==> src/hw/rtl/crmm_pkg.sv <==
package crmm_pkg;

  // Design limits.
  localparam int MAX_DIM      = 1024;
  localparam int MAX_CHANNELS = 3;

  // Register widths.
  localparam int REG_DIM_W  = 11;
  localparam int CHC_W      = 2;
  localparam int SCALE_W    = 24;
  localparam int MEAN_W     = 12;
  localparam int CFG_IDX_W  = 3;
  localparam int CFG_DATA_W = 24;

  // Register indexes.
  localparam logic [CFG_IDX_W-1:0] REG_SRC_HEIGHT    = 3'd0;
  localparam logic [CFG_IDX_W-1:0] REG_SRC_WIDTH     = 3'd1;
  localparam logic [CFG_IDX_W-1:0] REG_CROP_SIZE     = 3'd2;
  localparam logic [CFG_IDX_W-1:0] REG_CHANNEL_COUNT = 3'd3;
  localparam logic [CFG_IDX_W-1:0] REG_SCALE_FACTOR  = 3'd4;
  localparam logic [CFG_IDX_W-1:0] REG_MEAN_C0       = 3'd5;
  localparam logic [CFG_IDX_W-1:0] REG_MEAN_C1       = 3'd6;
  localparam logic [CFG_IDX_W-1:0] REG_MEAN_C2       = 3'd7;

  // Register reset values.
  localparam logic [REG_DIM_W-1:0] RST_SRC_DIM   = 11'd256;
  localparam logic [CHC_W-1:0]     RST_CHANNELS  = 2'd3;
  localparam logic [SCALE_W-1:0]   RST_SCALE     = 24'd65536;

  // Stream field widths.
  localparam int BYTE_W  = 8;
  localparam int OFF_W   = 10;
  localparam int ADDR_W  = 22;
  localparam int VALUE_W = 34;
  localparam int FRAC_W  = 16;
  localparam int MEAN_FRAC_W = 4;

  // Internal widths derived from the limits.
  localparam int POS_W  = $clog2(MAX_DIM);
  localparam int DIM_W  = $clog2(MAX_DIM + 1);
  localparam int CH_W   = (MAX_CHANNELS > 1) ? $clog2(MAX_CHANNELS) : 1;
  localparam int CNT_W  = $clog2(MAX_CHANNELS + 1);
  localparam int CHW_W  = (MAX_CHANNELS * MAX_DIM > 1) ? $clog2(MAX_CHANNELS * MAX_DIM) : 1;
  localparam int DIFF_W = BYTE_W + MEAN_FRAC_W + 1;
  localparam int PROD_W = DIFF_W + SCALE_W + 1;
  localparam int ROUND_SHIFT = 4;
  localparam int ROUND_BIAS  = 1 << (ROUND_SHIFT - 1);

  // Effective configuration seen by the datapath.
  typedef struct packed {
    logic [DIM_W-1:0]   h_eff;
    logic [DIM_W-1:0]   w_eff;
    logic [DIM_W-1:0]   k_eff;
    logic [DIM_W-1:0]   win_h;
    logic [DIM_W-1:0]   win_w;
    logic [CNT_W-1:0]   c_eff;
    logic [SCALE_W-1:0] scale;
    logic [MEAN_W-1:0]  mean0;
    logic [MEAN_W-1:0]  mean1;
    logic [MEAN_W-1:0]  mean2;
  } cfg_t;

  // Raster position of one accepted byte with its window settings.
  typedef struct packed {
    logic [BYTE_W-1:0] byte_val;
    logic [POS_W-1:0]  row;
    logic [POS_W-1:0]  col;
    logic [CH_W-1:0]   chan;
    logic [POS_W-1:0]  row_off;
    logic [POS_W-1:0]  col_off;
    logic              mirror;
    logic              raw;
  } pos_t;

  // A byte that falls inside the window.
  typedef struct packed {
    logic [BYTE_W-1:0]        byte_val;
    logic                     raw;
    logic signed [DIFF_W-1:0] diff;
    logic [CHW_W-1:0]         chw;
    logic [POS_W-1:0]         col_dst;
    logic                     last;
  } win_t;

  // Product stage.
  typedef struct packed {
    logic [BYTE_W-1:0]        byte_val;
    logic                     raw;
    logic signed [PROD_W-1:0] prod;
    logic [ADDR_W-1:0]        addr;
    logic                     last;
  } prod_t;

  // Dimension register with 0 taken as 1 and large values capped.
  function automatic logic [DIM_W-1:0] clamp_dim(input logic [REG_DIM_W-1:0] v);
    logic [DIM_W-1:0] r;
    if (v == '0) begin
      r = DIM_W'(1);
    end else if (int'(v) > MAX_DIM) begin
      r = DIM_W'(MAX_DIM);
    end else begin
      r = DIM_W'(v);
    end
    return r;
  endfunction

  // Mean of a channel; channels without a register use zero.
  function automatic logic [MEAN_W-1:0] channel_mean(input logic [CH_W-1:0] ch,
                                                     input cfg_t c);
    logic [MEAN_W-1:0] m;
    case (int'(ch))
      0: m = c.mean0;
      1: m = c.mean1;
      2: m = c.mean2;
      default: m = '0;
    endcase
    return m;
  endfunction

endpackage

==> src/hw/rtl/crmm_stream_if.sv <==
interface crmm_pixel_if;
  import crmm_pkg::*;
  logic              valid;
  logic              ready;
  logic [BYTE_W-1:0] pixel_byte;
  logic              image_start;
  logic              mirror_on;
  logic              center_mode;
  logic [OFF_W-1:0]  row_offset;
  logic [OFF_W-1:0]  col_offset;
  logic              raw_mode;

  modport source (
    output valid, pixel_byte, image_start, mirror_on, center_mode,
           row_offset, col_offset, raw_mode,
    input  ready
  );
  modport sink (
    input  valid, pixel_byte, image_start, mirror_on, center_mode,
           row_offset, col_offset, raw_mode,
    output ready
  );
endinterface

interface crmm_result_if;
  import crmm_pkg::*;
  logic                      valid;
  logic                      ready;
  logic [ADDR_W-1:0]         out_addr;
  logic signed [VALUE_W-1:0] out_value;
  logic                      out_last;

  modport source (
    output valid, out_addr, out_value, out_last,
    input  ready
  );
  modport sink (
    input  valid, out_addr, out_value, out_last,
    output ready
  );
endinterface

==> src/hw/rtl/crop_mirror_mean_scale_chw_top.sv <==
// A byte's result beat goes through the input, window, product and output registers.
// Throughput: one byte per cycle unless the output stalls; out-of-window bytes give no beat.
// The four register stages stall independently, so empty stages still take new bytes.
// Reset (rst, synchronous, active high) loads the register defaults, clears the raster
// position and the latched image settings, and empties every stage.
module crop_mirror_mean_scale_chw_top (
  input  logic                            clk,
  input  logic                            rst,
  input  logic                            cfg_we,
  input  logic [crmm_pkg::CFG_IDX_W-1:0]  cfg_index,
  input  logic [crmm_pkg::CFG_DATA_W-1:0] cfg_data,
  crmm_pixel_if.sink                      pixel,
  crmm_result_if.source                   result
);
  import crmm_pkg::*;

  cfg_t cfg;
  logic s1_valid;
  logic s1_ready;
  pos_t s1;
  logic s2_valid;
  logic s2_ready;
  win_t s2;

  // Configuration registers.
  crmm_cfg u_cfg (
    .clk       (clk),
    .rst       (rst),
    .cfg_we    (cfg_we),
    .cfg_index (cfg_index),
    .cfg_data  (cfg_data),
    .cfg       (cfg)
  );

  // Raster tracking and input register.
  crmm_track u_track (
    .clk      (clk),
    .rst      (rst),
    .cfg      (cfg),
    .pixel    (pixel),
    .s1_valid (s1_valid),
    .s1       (s1),
    .s1_ready (s1_ready)
  );

  // Window test, mirroring and mean subtraction.
  crmm_win u_win (
    .clk      (clk),
    .rst      (rst),
    .cfg      (cfg),
    .s1_valid (s1_valid),
    .s1       (s1),
    .s1_ready (s1_ready),
    .s2_valid (s2_valid),
    .s2       (s2),
    .s2_ready (s2_ready)
  );

  // Scaling, rounding and address, ending in the output register.
  crmm_norm u_norm (
    .clk      (clk),
    .rst      (rst),
    .cfg      (cfg),
    .s2_valid (s2_valid),
    .s2       (s2),
    .s2_ready (s2_ready),
    .result   (result)
  );

endmodule

==> src/hw/rtl/crmm_cfg.sv <==
module crmm_cfg (
  input  logic                            clk,
  input  logic                            rst,
  input  logic                            cfg_we,
  input  logic [crmm_pkg::CFG_IDX_W-1:0]  cfg_index,
  input  logic [crmm_pkg::CFG_DATA_W-1:0] cfg_data,
  output crmm_pkg::cfg_t                  cfg
);
  import crmm_pkg::*;

  logic [REG_DIM_W-1:0] src_height;
  logic [REG_DIM_W-1:0] src_width;
  logic [REG_DIM_W-1:0] crop_side;
  logic [CHC_W-1:0]     channel_count;
  logic [SCALE_W-1:0]   scale_factor;
  logic [MEAN_W-1:0]    mean_c0;
  logic [MEAN_W-1:0]    mean_c1;
  logic [MEAN_W-1:0]    mean_c2;

  logic [DIM_W-1:0] h_eff;
  logic [DIM_W-1:0] w_eff;
  logic [DIM_W-1:0] side_min;
  logic [DIM_W-1:0] k_eff;

  // Register file write decode.
  always_ff @(posedge clk) begin
    if (rst) begin
      src_height    <= RST_SRC_DIM;
      src_width     <= RST_SRC_DIM;
      crop_side     <= '0;
      channel_count <= RST_CHANNELS;
      scale_factor  <= RST_SCALE;
      mean_c0       <= '0;
      mean_c1       <= '0;
      mean_c2       <= '0;
    end else if (cfg_we) begin
      unique case (cfg_index)
        REG_SRC_HEIGHT:    src_height    <= cfg_data[REG_DIM_W-1:0];
        REG_SRC_WIDTH:     src_width     <= cfg_data[REG_DIM_W-1:0];
        REG_CROP_SIZE:     crop_side     <= cfg_data[REG_DIM_W-1:0];
        REG_CHANNEL_COUNT: channel_count <= cfg_data[CHC_W-1:0];
        REG_SCALE_FACTOR:  scale_factor  <= cfg_data[SCALE_W-1:0];
        REG_MEAN_C0:       mean_c0       <= cfg_data[MEAN_W-1:0];
        REG_MEAN_C1:       mean_c1       <= cfg_data[MEAN_W-1:0];
        REG_MEAN_C2:       mean_c2       <= cfg_data[MEAN_W-1:0];
      endcase
    end
  end

  // Clamped dimensions and the crop side, limited to the smaller image side.
  assign h_eff    = clamp_dim(src_height);
  assign w_eff    = clamp_dim(src_width);
  assign side_min = (h_eff < w_eff) ? h_eff : w_eff;
  assign k_eff    = (crop_side > side_min) ? side_min : DIM_W'(crop_side);

  assign cfg.h_eff = h_eff;
  assign cfg.w_eff = w_eff;
  assign cfg.k_eff = k_eff;
  assign cfg.win_h = (k_eff != '0) ? k_eff : h_eff;
  assign cfg.win_w = (k_eff != '0) ? k_eff : w_eff;
  assign cfg.c_eff = (channel_count == '0) ? CNT_W'(1) :
                     (int'(channel_count) > MAX_CHANNELS) ? CNT_W'(MAX_CHANNELS) :
                     CNT_W'(channel_count);
  assign cfg.scale = scale_factor;
  assign cfg.mean0 = mean_c0;
  assign cfg.mean1 = mean_c1;
  assign cfg.mean2 = mean_c2;

endmodule

==> src/hw/rtl/crmm_track.sv <==
module crmm_track (
  input  logic           clk,
  input  logic           rst,
  input  crmm_pkg::cfg_t cfg,
  crmm_pixel_if.sink     pixel,
  output logic           s1_valid,
  output crmm_pkg::pos_t s1,
  input  logic           s1_ready
);
  import crmm_pkg::*;

  logic [POS_W-1:0] row_count;
  logic [POS_W-1:0] col_count;
  logic [CH_W-1:0]  chan_count;
  logic [POS_W-1:0] latched_row_off;
  logic [POS_W-1:0] latched_col_off;
  logic             latched_mirror;
  logic             latched_raw;

  logic             accept;
  logic [DIM_W-1:0] h_room;
  logic [DIM_W-1:0] w_room;
  logic [POS_W-1:0] ro_start;
  logic [POS_W-1:0] co_start;
  logic [POS_W-1:0] r_cur;
  logic [POS_W-1:0] c_cur;
  logic [CH_W-1:0]  ch_cur;
  logic [POS_W-1:0] ro_cur;
  logic [POS_W-1:0] co_cur;
  logic             mirror_cur;
  logic             raw_cur;
  logic [POS_W-1:0] row_next;
  logic [POS_W-1:0] col_next;
  logic [CH_W-1:0]  chan_next;

  assign pixel.ready = !rst && (!s1_valid || s1_ready);
  assign accept      = pixel.valid && pixel.ready;

  // Window offsets for a new image: centered, or supplied and kept inside.
  assign h_room = cfg.h_eff - cfg.k_eff;
  assign w_room = cfg.w_eff - cfg.k_eff;

  always_comb begin
    ro_start = '0;
    co_start = '0;
    if (cfg.k_eff != '0) begin
      if (pixel.center_mode) begin
        ro_start = POS_W'(h_room >> 1);
        co_start = POS_W'(w_room >> 1);
      end else begin
        ro_start = (pixel.row_offset > h_room) ? POS_W'(h_room) : POS_W'(pixel.row_offset);
        co_start = (pixel.col_offset > w_room) ? POS_W'(w_room) : POS_W'(pixel.col_offset);
      end
    end
  end

  // A start beat restarts the raster at the origin with fresh settings.
  assign r_cur      = pixel.image_start ? '0 : row_count;
  assign c_cur      = pixel.image_start ? '0 : col_count;
  assign ch_cur     = pixel.image_start ? '0 : chan_count;
  assign ro_cur     = pixel.image_start ? ro_start : latched_row_off;
  assign co_cur     = pixel.image_start ? co_start : latched_col_off;
  assign mirror_cur = pixel.image_start ? pixel.mirror_on : latched_mirror;
  assign raw_cur    = pixel.image_start ? pixel.raw_mode : latched_raw;

  // Raster advance: channel, then column, then row, wrapping at the end.
  always_comb begin
    row_next  = r_cur;
    col_next  = c_cur;
    chan_next = ch_cur;
    if (int'(ch_cur) + 1 >= int'(cfg.c_eff)) begin
      chan_next = '0;
      if (int'(c_cur) + 1 >= int'(cfg.w_eff)) begin
        col_next = '0;
        row_next = (int'(r_cur) + 1 >= int'(cfg.h_eff)) ? '0 : r_cur + POS_W'(1);
      end else begin
        col_next = c_cur + POS_W'(1);
      end
    end else begin
      chan_next = ch_cur + CH_W'(1);
    end
  end

  // Position state and latched image settings.
  always_ff @(posedge clk) begin
    if (rst) begin
      row_count       <= '0;
      col_count       <= '0;
      chan_count      <= '0;
      latched_row_off <= '0;
      latched_col_off <= '0;
      latched_mirror  <= 1'b0;
      latched_raw     <= 1'b0;
    end else if (accept) begin
      row_count       <= row_next;
      col_count       <= col_next;
      chan_count      <= chan_next;
      latched_row_off <= ro_cur;
      latched_col_off <= co_cur;
      latched_mirror  <= mirror_cur;
      latched_raw     <= raw_cur;
    end
  end

  // Input register.
  always_ff @(posedge clk) begin
    if (rst) begin
      s1_valid <= 1'b0;
    end else if (accept) begin
      s1_valid <= 1'b1;
    end else if (s1_ready) begin
      s1_valid <= 1'b0;
    end
  end

  always_ff @(posedge clk) begin
    if (accept) begin
      s1.byte_val <= pixel.pixel_byte;
      s1.row      <= r_cur;
      s1.col      <= c_cur;
      s1.chan     <= ch_cur;
      s1.row_off  <= ro_cur;
      s1.col_off  <= co_cur;
      s1.mirror   <= mirror_cur;
      s1.raw      <= raw_cur;
    end
  end

endmodule

==> src/hw/rtl/crmm_win.sv <==
module crmm_win (
  input  logic           clk,
  input  logic           rst,
  input  crmm_pkg::cfg_t cfg,
  input  logic           s1_valid,
  input  crmm_pkg::pos_t s1,
  output logic           s1_ready,
  output logic           s2_valid,
  output crmm_pkg::win_t s2,
  input  logic           s2_ready
);
  import crmm_pkg::*;

  logic [POS_W-1:0]         h;
  logic [POS_W-1:0]         w;
  logic                     hit;
  logic [DIM_W-1:0]         w_mirror;
  logic [POS_W-1:0]         col_dst;
  logic                     last;
  logic signed [DIFF_W-1:0] diff;
  logic [CHW_W-1:0]         chw;

  assign s1_ready = !s2_valid || s2_ready;

  // Window membership and position inside the window.
  assign h   = s1.row - s1.row_off;
  assign w   = s1.col - s1.col_off;
  assign hit = (s1.row >= s1.row_off) && (s1.col >= s1.col_off) &&
               (DIM_W'(h) < cfg.win_h) && (DIM_W'(w) < cfg.win_w) &&
               (int'(s1.chan) < int'(cfg.c_eff));

  assign w_mirror = cfg.win_w - DIM_W'(1) - DIM_W'(w);
  assign col_dst  = s1.mirror ? POS_W'(w_mirror) : w;

  assign last = (DIM_W'(h) == cfg.win_h - DIM_W'(1)) &&
                (DIM_W'(w) == cfg.win_w - DIM_W'(1)) &&
                (int'(s1.chan) == int'(cfg.c_eff) - 1);

  // Mean subtraction in Q8.4 and the plane-plus-row part of the address.
  assign diff = $signed({1'b0, s1.byte_val, MEAN_FRAC_W'(0)}) -
                $signed({1'b0, channel_mean(s1.chan, cfg)});
  assign chw  = CHW_W'(s1.chan) * CHW_W'(cfg.win_h) + CHW_W'(h);

  // Bytes outside the window are dropped here.
  always_ff @(posedge clk) begin
    if (rst) begin
      s2_valid <= 1'b0;
    end else if (s1_ready) begin
      s2_valid <= s1_valid && hit;
    end
  end

  always_ff @(posedge clk) begin
    if (s1_ready && s1_valid) begin
      s2.byte_val <= s1.byte_val;
      s2.raw      <= s1.raw;
      s2.diff     <= diff;
      s2.chw      <= chw;
      s2.col_dst  <= col_dst;
      s2.last     <= last;
    end
  end

endmodule

==> src/hw/rtl/crmm_norm.sv <==
module crmm_norm (
  input  logic           clk,
  input  logic           rst,
  input  crmm_pkg::cfg_t cfg,
  input  logic           s2_valid,
  input  crmm_pkg::win_t s2,
  output logic           s2_ready,
  crmm_result_if.source  result
);
  import crmm_pkg::*;

  logic                      s3_valid;
  logic                      s3_ready;
  prod_t                     s3;
  logic signed [PROD_W-1:0]  prod_full;
  logic [CHW_W+DIM_W-1:0]    addr_full;
  logic signed [PROD_W-1:0]  rounded;
  logic signed [VALUE_W-1:0] value_next;

  assign s3_ready = !result.valid || result.ready;
  assign s2_ready = !s3_valid || s3_ready;

  // Scale multiply and the full planar address.
  assign prod_full = s2.diff * $signed({1'b0, cfg.scale});
  assign addr_full = s2.chw * cfg.win_w + (CHW_W + DIM_W)'(s2.col_dst);

  always_ff @(posedge clk) begin
    if (rst) begin
      s3_valid <= 1'b0;
    end else if (s2_ready) begin
      s3_valid <= s2_valid;
    end
  end

  always_ff @(posedge clk) begin
    if (s2_ready && s2_valid) begin
      s3.byte_val <= s2.byte_val;
      s3.raw      <= s2.raw;
      s3.prod     <= prod_full;
      s3.addr     <= ADDR_W'(addr_full);
      s3.last     <= s2.last;
    end
  end

  // Drop four fraction bits, rounding to nearest with ties upward.
  assign rounded    = (s3.prod + $signed(PROD_W'(ROUND_BIAS))) >>> ROUND_SHIFT;
  assign value_next = s3.raw ? VALUE_W'({s3.byte_val, FRAC_W'(0)}) : rounded[VALUE_W-1:0];

  // Output register.
  always_ff @(posedge clk) begin
    if (rst) begin
      result.valid <= 1'b0;
    end else if (s3_ready) begin
      result.valid <= s3_valid;
    end
  end

  always_ff @(posedge clk) begin
    if (s3_ready && s3_valid) begin
      result.out_addr  <= s3.addr;
      result.out_value <= value_next;
      result.out_last  <= s3.last;
    end
  end

endmodule

==> src/flat_wrapper.sv <==
// flat-port wrapper written by rule: the top's interface ports become plain ports
module crop_mirror_mean_scale_chw_top_flat import crmm_pkg::*;
  (clk, rst, cfg_we, cfg_index, cfg_data, pixel_valid, pixel_pixel_byte, pixel_image_start, pixel_mirror_on, pixel_center_mode, pixel_row_offset, pixel_col_offset, pixel_raw_mode, pixel_ready, result_valid, result_out_addr, result_out_value, result_out_last, result_ready);
  crmm_pixel_if pixel_i ();
  crmm_result_if result_i ();
  input  logic clk;
  input  logic rst;
  input  logic cfg_we;
  input  logic [crmm_pkg::CFG_IDX_W-1:0] cfg_index;
  input  logic [crmm_pkg::CFG_DATA_W-1:0] cfg_data;
  input wire logic [$bits(pixel_i.valid)-1:0] pixel_valid;
  input wire logic [$bits(pixel_i.pixel_byte)-1:0] pixel_pixel_byte;
  input wire logic [$bits(pixel_i.image_start)-1:0] pixel_image_start;
  input wire logic [$bits(pixel_i.mirror_on)-1:0] pixel_mirror_on;
  input wire logic [$bits(pixel_i.center_mode)-1:0] pixel_center_mode;
  input wire logic [$bits(pixel_i.row_offset)-1:0] pixel_row_offset;
  input wire logic [$bits(pixel_i.col_offset)-1:0] pixel_col_offset;
  input wire logic [$bits(pixel_i.raw_mode)-1:0] pixel_raw_mode;
  output wire logic [$bits(pixel_i.ready)-1:0] pixel_ready;
  output wire logic [$bits(result_i.valid)-1:0] result_valid;
  output wire logic [$bits(result_i.out_addr)-1:0] result_out_addr;
  output wire logic [$bits(result_i.out_value)-1:0] result_out_value;
  output wire logic [$bits(result_i.out_last)-1:0] result_out_last;
  input wire logic [$bits(result_i.ready)-1:0] result_ready;
  assign pixel_i.valid = pixel_valid;
  assign pixel_i.pixel_byte = pixel_pixel_byte;
  assign pixel_i.image_start = pixel_image_start;
  assign pixel_i.mirror_on = pixel_mirror_on;
  assign pixel_i.center_mode = pixel_center_mode;
  assign pixel_i.row_offset = pixel_row_offset;
  assign pixel_i.col_offset = pixel_col_offset;
  assign pixel_i.raw_mode = pixel_raw_mode;
  assign pixel_ready = pixel_i.ready;
  assign result_valid = result_i.valid;
  assign result_out_addr = result_i.out_addr;
  assign result_out_value = result_i.out_value;
  assign result_out_last = result_i.out_last;
  assign result_i.ready = result_ready;
  crop_mirror_mean_scale_chw_top u_core (.clk(clk), .rst(rst), .cfg_we(cfg_we), .cfg_index(cfg_index), .cfg_data(cfg_data), .pixel(pixel_i), .result(result_i));
endmodule
==> config.mk <==
export PLATFORM = sky130hd
export DESIGN_NAME = crop_mirror_mean_scale_chw_top_flat
export DESIGN_NICKNAME = d
export VERILOG_FILES = /design/src/hw/rtl/crmm_pkg.sv /design/src/hw/rtl/crmm_stream_if.sv /design/src/hw/rtl/crop_mirror_mean_scale_chw_top.sv /design/src/hw/rtl/crmm_cfg.sv /design/src/hw/rtl/crmm_track.sv /design/src/hw/rtl/crmm_win.sv /design/src/hw/rtl/crmm_norm.sv /design/src/flat_wrapper.sv
export SDC_FILE = /design/constraint.sdc
export NUM_CORES = 2
export LEC_CHECK = 0
export BUFFER_PORTS_ARGS = -buffer_cell sky130_fd_sc_hd__buf_2
export CAP_MARGIN = 20
export CORE_ASPECT_RATIO = 0.75
export CORE_MARGIN = 2
export CORE_UTILIZATION = 25
export CTS_CLUSTER_SIZE = 20
export DETAILED_ROUTE_END_ITERATION = 16
export SLEW_MARGIN = 25
export SYNTH_ARGS = -nofsm -noshare
export SYNTH_HDL_FRONTEND = slang
export SYNTH_SLANG_ARGS = --single-unit
==> constraint.sdc <==
create_clock -name clk -period 30.6 [get_ports clk]
set_input_delay 1.53 -clock clk [delete_from_list [all_inputs] [get_ports clk]]
set_output_delay 1.53 -clock clk [all_outputs]
set_load 0.005 [all_outputs]
==> flow_metrics.tcl <==
set metrics [dict create \
    place_area_mm2 0.0373 \
    insertion_delay_ns 0.60 \
    ys_seq_area_frac 0.274 \
    fin_skew_ns 0.0376 \
    die_h_um 327 \
    port-buffer-count 122 \
    post_synth.cell_area_avg_um2 9.19 \
    root_buffer "sky130_fd_sc_hd__clkbuf_16" \
    fin_crit_sh 0.413 \
    postSynth.asyncResetShare 0 \
    cts_tree "done" \
    yosysWarnings 0 \
    mostFrequentLayoutCell "sky130_fd_sc_hd__nand2_1" \
    post-cts-setup-buffer-count 0 \
    route.vias.total 25700 \
    power.leakage_uw 0.0168 \
    synthesis.area_mm2 0.0347 \
    utilization 0.282 \
    number_of_antenna_violations_at_the_first_check_in_global_routing 6 \
    postLayoutCellArea_mm2 0.0389 \
    maxClockFrequency_mhz 79.2 \
    power.ir.vdd_worst_uv 34.3 \
    biggest_cell_delay_along_the_critical_path_ns 0.69 \
    required_ns 30.92 \
    cts-hold-fix-buffers 0 \
    min_path_type "reg -> reg" \
    drc 0 \
    gr-total-overflow 0 \
    worst_slew_margin_rel 0.264 \
    hold-worst-slack_ns 0.400 \
    place.gp.congestion 0.896 \
    worst_setup_hold_path_clk_slew_ns 0.07 \
    fp_rows 118 \
    timing.critical_path.from_type "flop" \
    setup_viol 0 \
    finalWorstPathRequiredPeriod_ns 12.63 \
    setup_tns_ns 0 \
    hold_violations 0 \
    path_max_fanout 25 \
    cts_buffer_depth 3 \
    core_area_mm2 0.138 \
    worstPathArrival_ns 12.95 \
    worstMarginPinSlew_ns 1.10 \
    startpoint "u_core.u_cfg.src_width[4]" \
    drt_pre_antenna_iters 5 \
    dp_hpwl_um 74700 \
    ios 123 \
    path_class "reg -> reg" \
    number_of_enable_type_register_cells_in_the_synthesized_netlist 221 \
    timing_max_transition_violations_final 0 \
    critical-path-top-cell-by-count "sky130_fd_sc_hd__o21ai_0" \
    avgRoutedWirePerCell_um 16.6 \
    synth_ff_type "sky130_fd_sc_hd__edfxtp_1" \
    ratio_of_total_power_to_cell_area_mw_per_mm2 59.7 \
    die_area_mm2 0.142 \
    rsz_0062_raised_after_global_routing "no" \
    antenna_violating_nets_post_route 0 \
    ys_ff_latch 364 \
    drv.max_cap_violation_count 0 \
    post_detailed_routing_wire_length_um 94900 \
    synth_area_leaders "sky130_fd_sc_hd__fa_1, sky130_fd_sc_hd__edfxtp_1, sky130_fd_sc_hd__ha_1, sky130_fd_sc_hd__dfxtp_1, sky130_fd_sc_hd__nand2_1" \
    postCtsResizedCells 0 \
    netlist_instances 3778 \
    drtIter0Drc 1859 \
    flow.area_growth_from_synthesis_pct 12.1 \
    ys_types 78 \
    die_x_um 434 \
    cts_buffers 43 \
    wire_length_of_the_first_global_routing_pass_um 149000 \
    vias_in_the_first_global_route 25600 \
    clock_tree.htree_level_count 2 \
    synth_top_area_cell "sky130_fd_sc_hd__fa_1" \
    final_nets 4586 \
    run_status "completed" \
    initial_core_util 0.252 \
    globalRouteTotalUtil 0.133 \
    setup.worst_path.end_class "flop" \
    grt_start_max_net_pins 94 \
    total_power_uw 2320 \
    layout_common_cells "sky130_fd_sc_hd__nand2_1, sky130_fd_sc_hd__inv_1, sky130_fd_sc_hd__fa_1" \
    cp_slowest_cell "sky130_fd_sc_hd__a221oi_1" \
    post-synth-top-area-fraction 0.205 \
    startpoint_of_the_worst_hold_path "u_core.u_win.s2[0]" \
    final_layout_size_suffix_gt1_frac 0.0684 \
    cts.sink_count 364 \
    worstReg2RegStart "u_core.u_cfg.src_width[4]" \
    detail_route.vias_per_cell 4.49 \
    synth_fp_nets 4537 \
]
cell type report:
cell class	instances	area [um2]
inverter	574	2150
fill	14600	99000
clock buffer	48	1130
antenna	4	10.0
clock inverter	31	389
sequential	364	9500
multi-input combinational	2690	22500
tap	1860	2330
timing repair buffer	154	881
cell families (layout without fill, tap and decap cells):
group / count (synthesis) / in the layout / share of synthesized area
other: 0 / 4 / 0
xor gates and xnor gates: 176 / 176 / 0.0444
and+or+nand+nor: 1203 / 1203 / 0.163
adders and majority gates: 695 / 695 / 0.328
AOI/OAI and AO/OA: 578 / 578 / 0.102
DFF: 364 / 364 / 0.274
muxes: 38 / 38 / 0.0112
buffers and inverters: 724 / 807 / 0.0788
per-stage QoR:
stage	setup WS [ns]	std cells
after global routing	16.99	5723
after floorplan	20.05	3778
final	17.97	5725
after detailed placement	18.23	5640
after CTS	18.17	5719
after global placement	18.54	5640
per-layer routing:
layer  vias to the layer above  global-route usage  wire (um)
met4                         6              0.0257       1560
met3                        91              0.0245       6730
li1                      12400                   -          -
met1                     12500               0.207      48300
met5                         -                   0         32
met2                       751               0.190      38300
worst max-delay path, delay by kind of cell, from the launching register on:
kind	cells	cell delay [ns]
AND/OR/NAND/NOR	16	4.14
flip-flops	1	0.33
buffers and inverters	4	0.40
AO/OA/AOI/OAI	15	3.90
adder cells (fa/ha/maj)	8	3.41
XOR/XNOR	1	0.12
synth_stat cells (50+ instances only):
cell type and n:
sky130_fd_sc_hd__nand2_1 605, sky130_fd_sc_hd__nand3_1 55, sky130_fd_sc_hd__xor2_1 59, sky130_fd_sc_hd__nand2b_1 54, sky130_fd_sc_hd__ha_1 339, sky130_fd_sc_hd__dfxtp_1 143, sky130_fd_sc_hd__clkbuf_1 141, sky130_fd_sc_hd__nor2b_1 50
sky130_fd_sc_hd__a21oi_1 241, sky130_fd_sc_hd__o21ai_0 121, sky130_fd_sc_hd__fa_1 356, sky130_fd_sc_hd__edfxtp_1 221, sky130_fd_sc_hd__and2_1 169, sky130_fd_sc_hd__inv_1 568, sky130_fd_sc_hd__nor2_1 138, sky130_fd_sc_hd__xnor2_1 117
flip-flops by register name (all words and copies together) (netlist names), 12 cells and up:
signal                          cells
u_core.u_norm.s3                   67
u_core.u_track.s1                  52
u_core.u_win.s2                    45
u_core.u_norm.result.out_value     34
u_core.u_cfg.scale_factor          24
u_core.u_norm.result.out_addr      22
u_core.u_cfg.mean_c0               12
u_core.u_cfg.mean_c1               12
u_core.u_cfg.mean_c2               12
where the power goes:
group	internal, uW	switching (uW)	total (uW)
clock	328	232	560
sequential	584	34.4	618
combinational	475	669	1140
worst paths after layout:
| check | endpoint | slack [ns] | cells after the start |
|---|---|---|---|
| worst max-delay path | u_core.u_norm.s3[22] | 17.97 | 44 |
| worst min-delay path | u_core.u_norm.s3[0] | 0.40 | 0 |
| worst max register to register | u_core.u_norm.s3[22] | 17.97 | 44 |
| worst min register to register | u_core.u_norm.s3[0] | 0.40 | 0 |
Power figures use the tool's default switching activity.
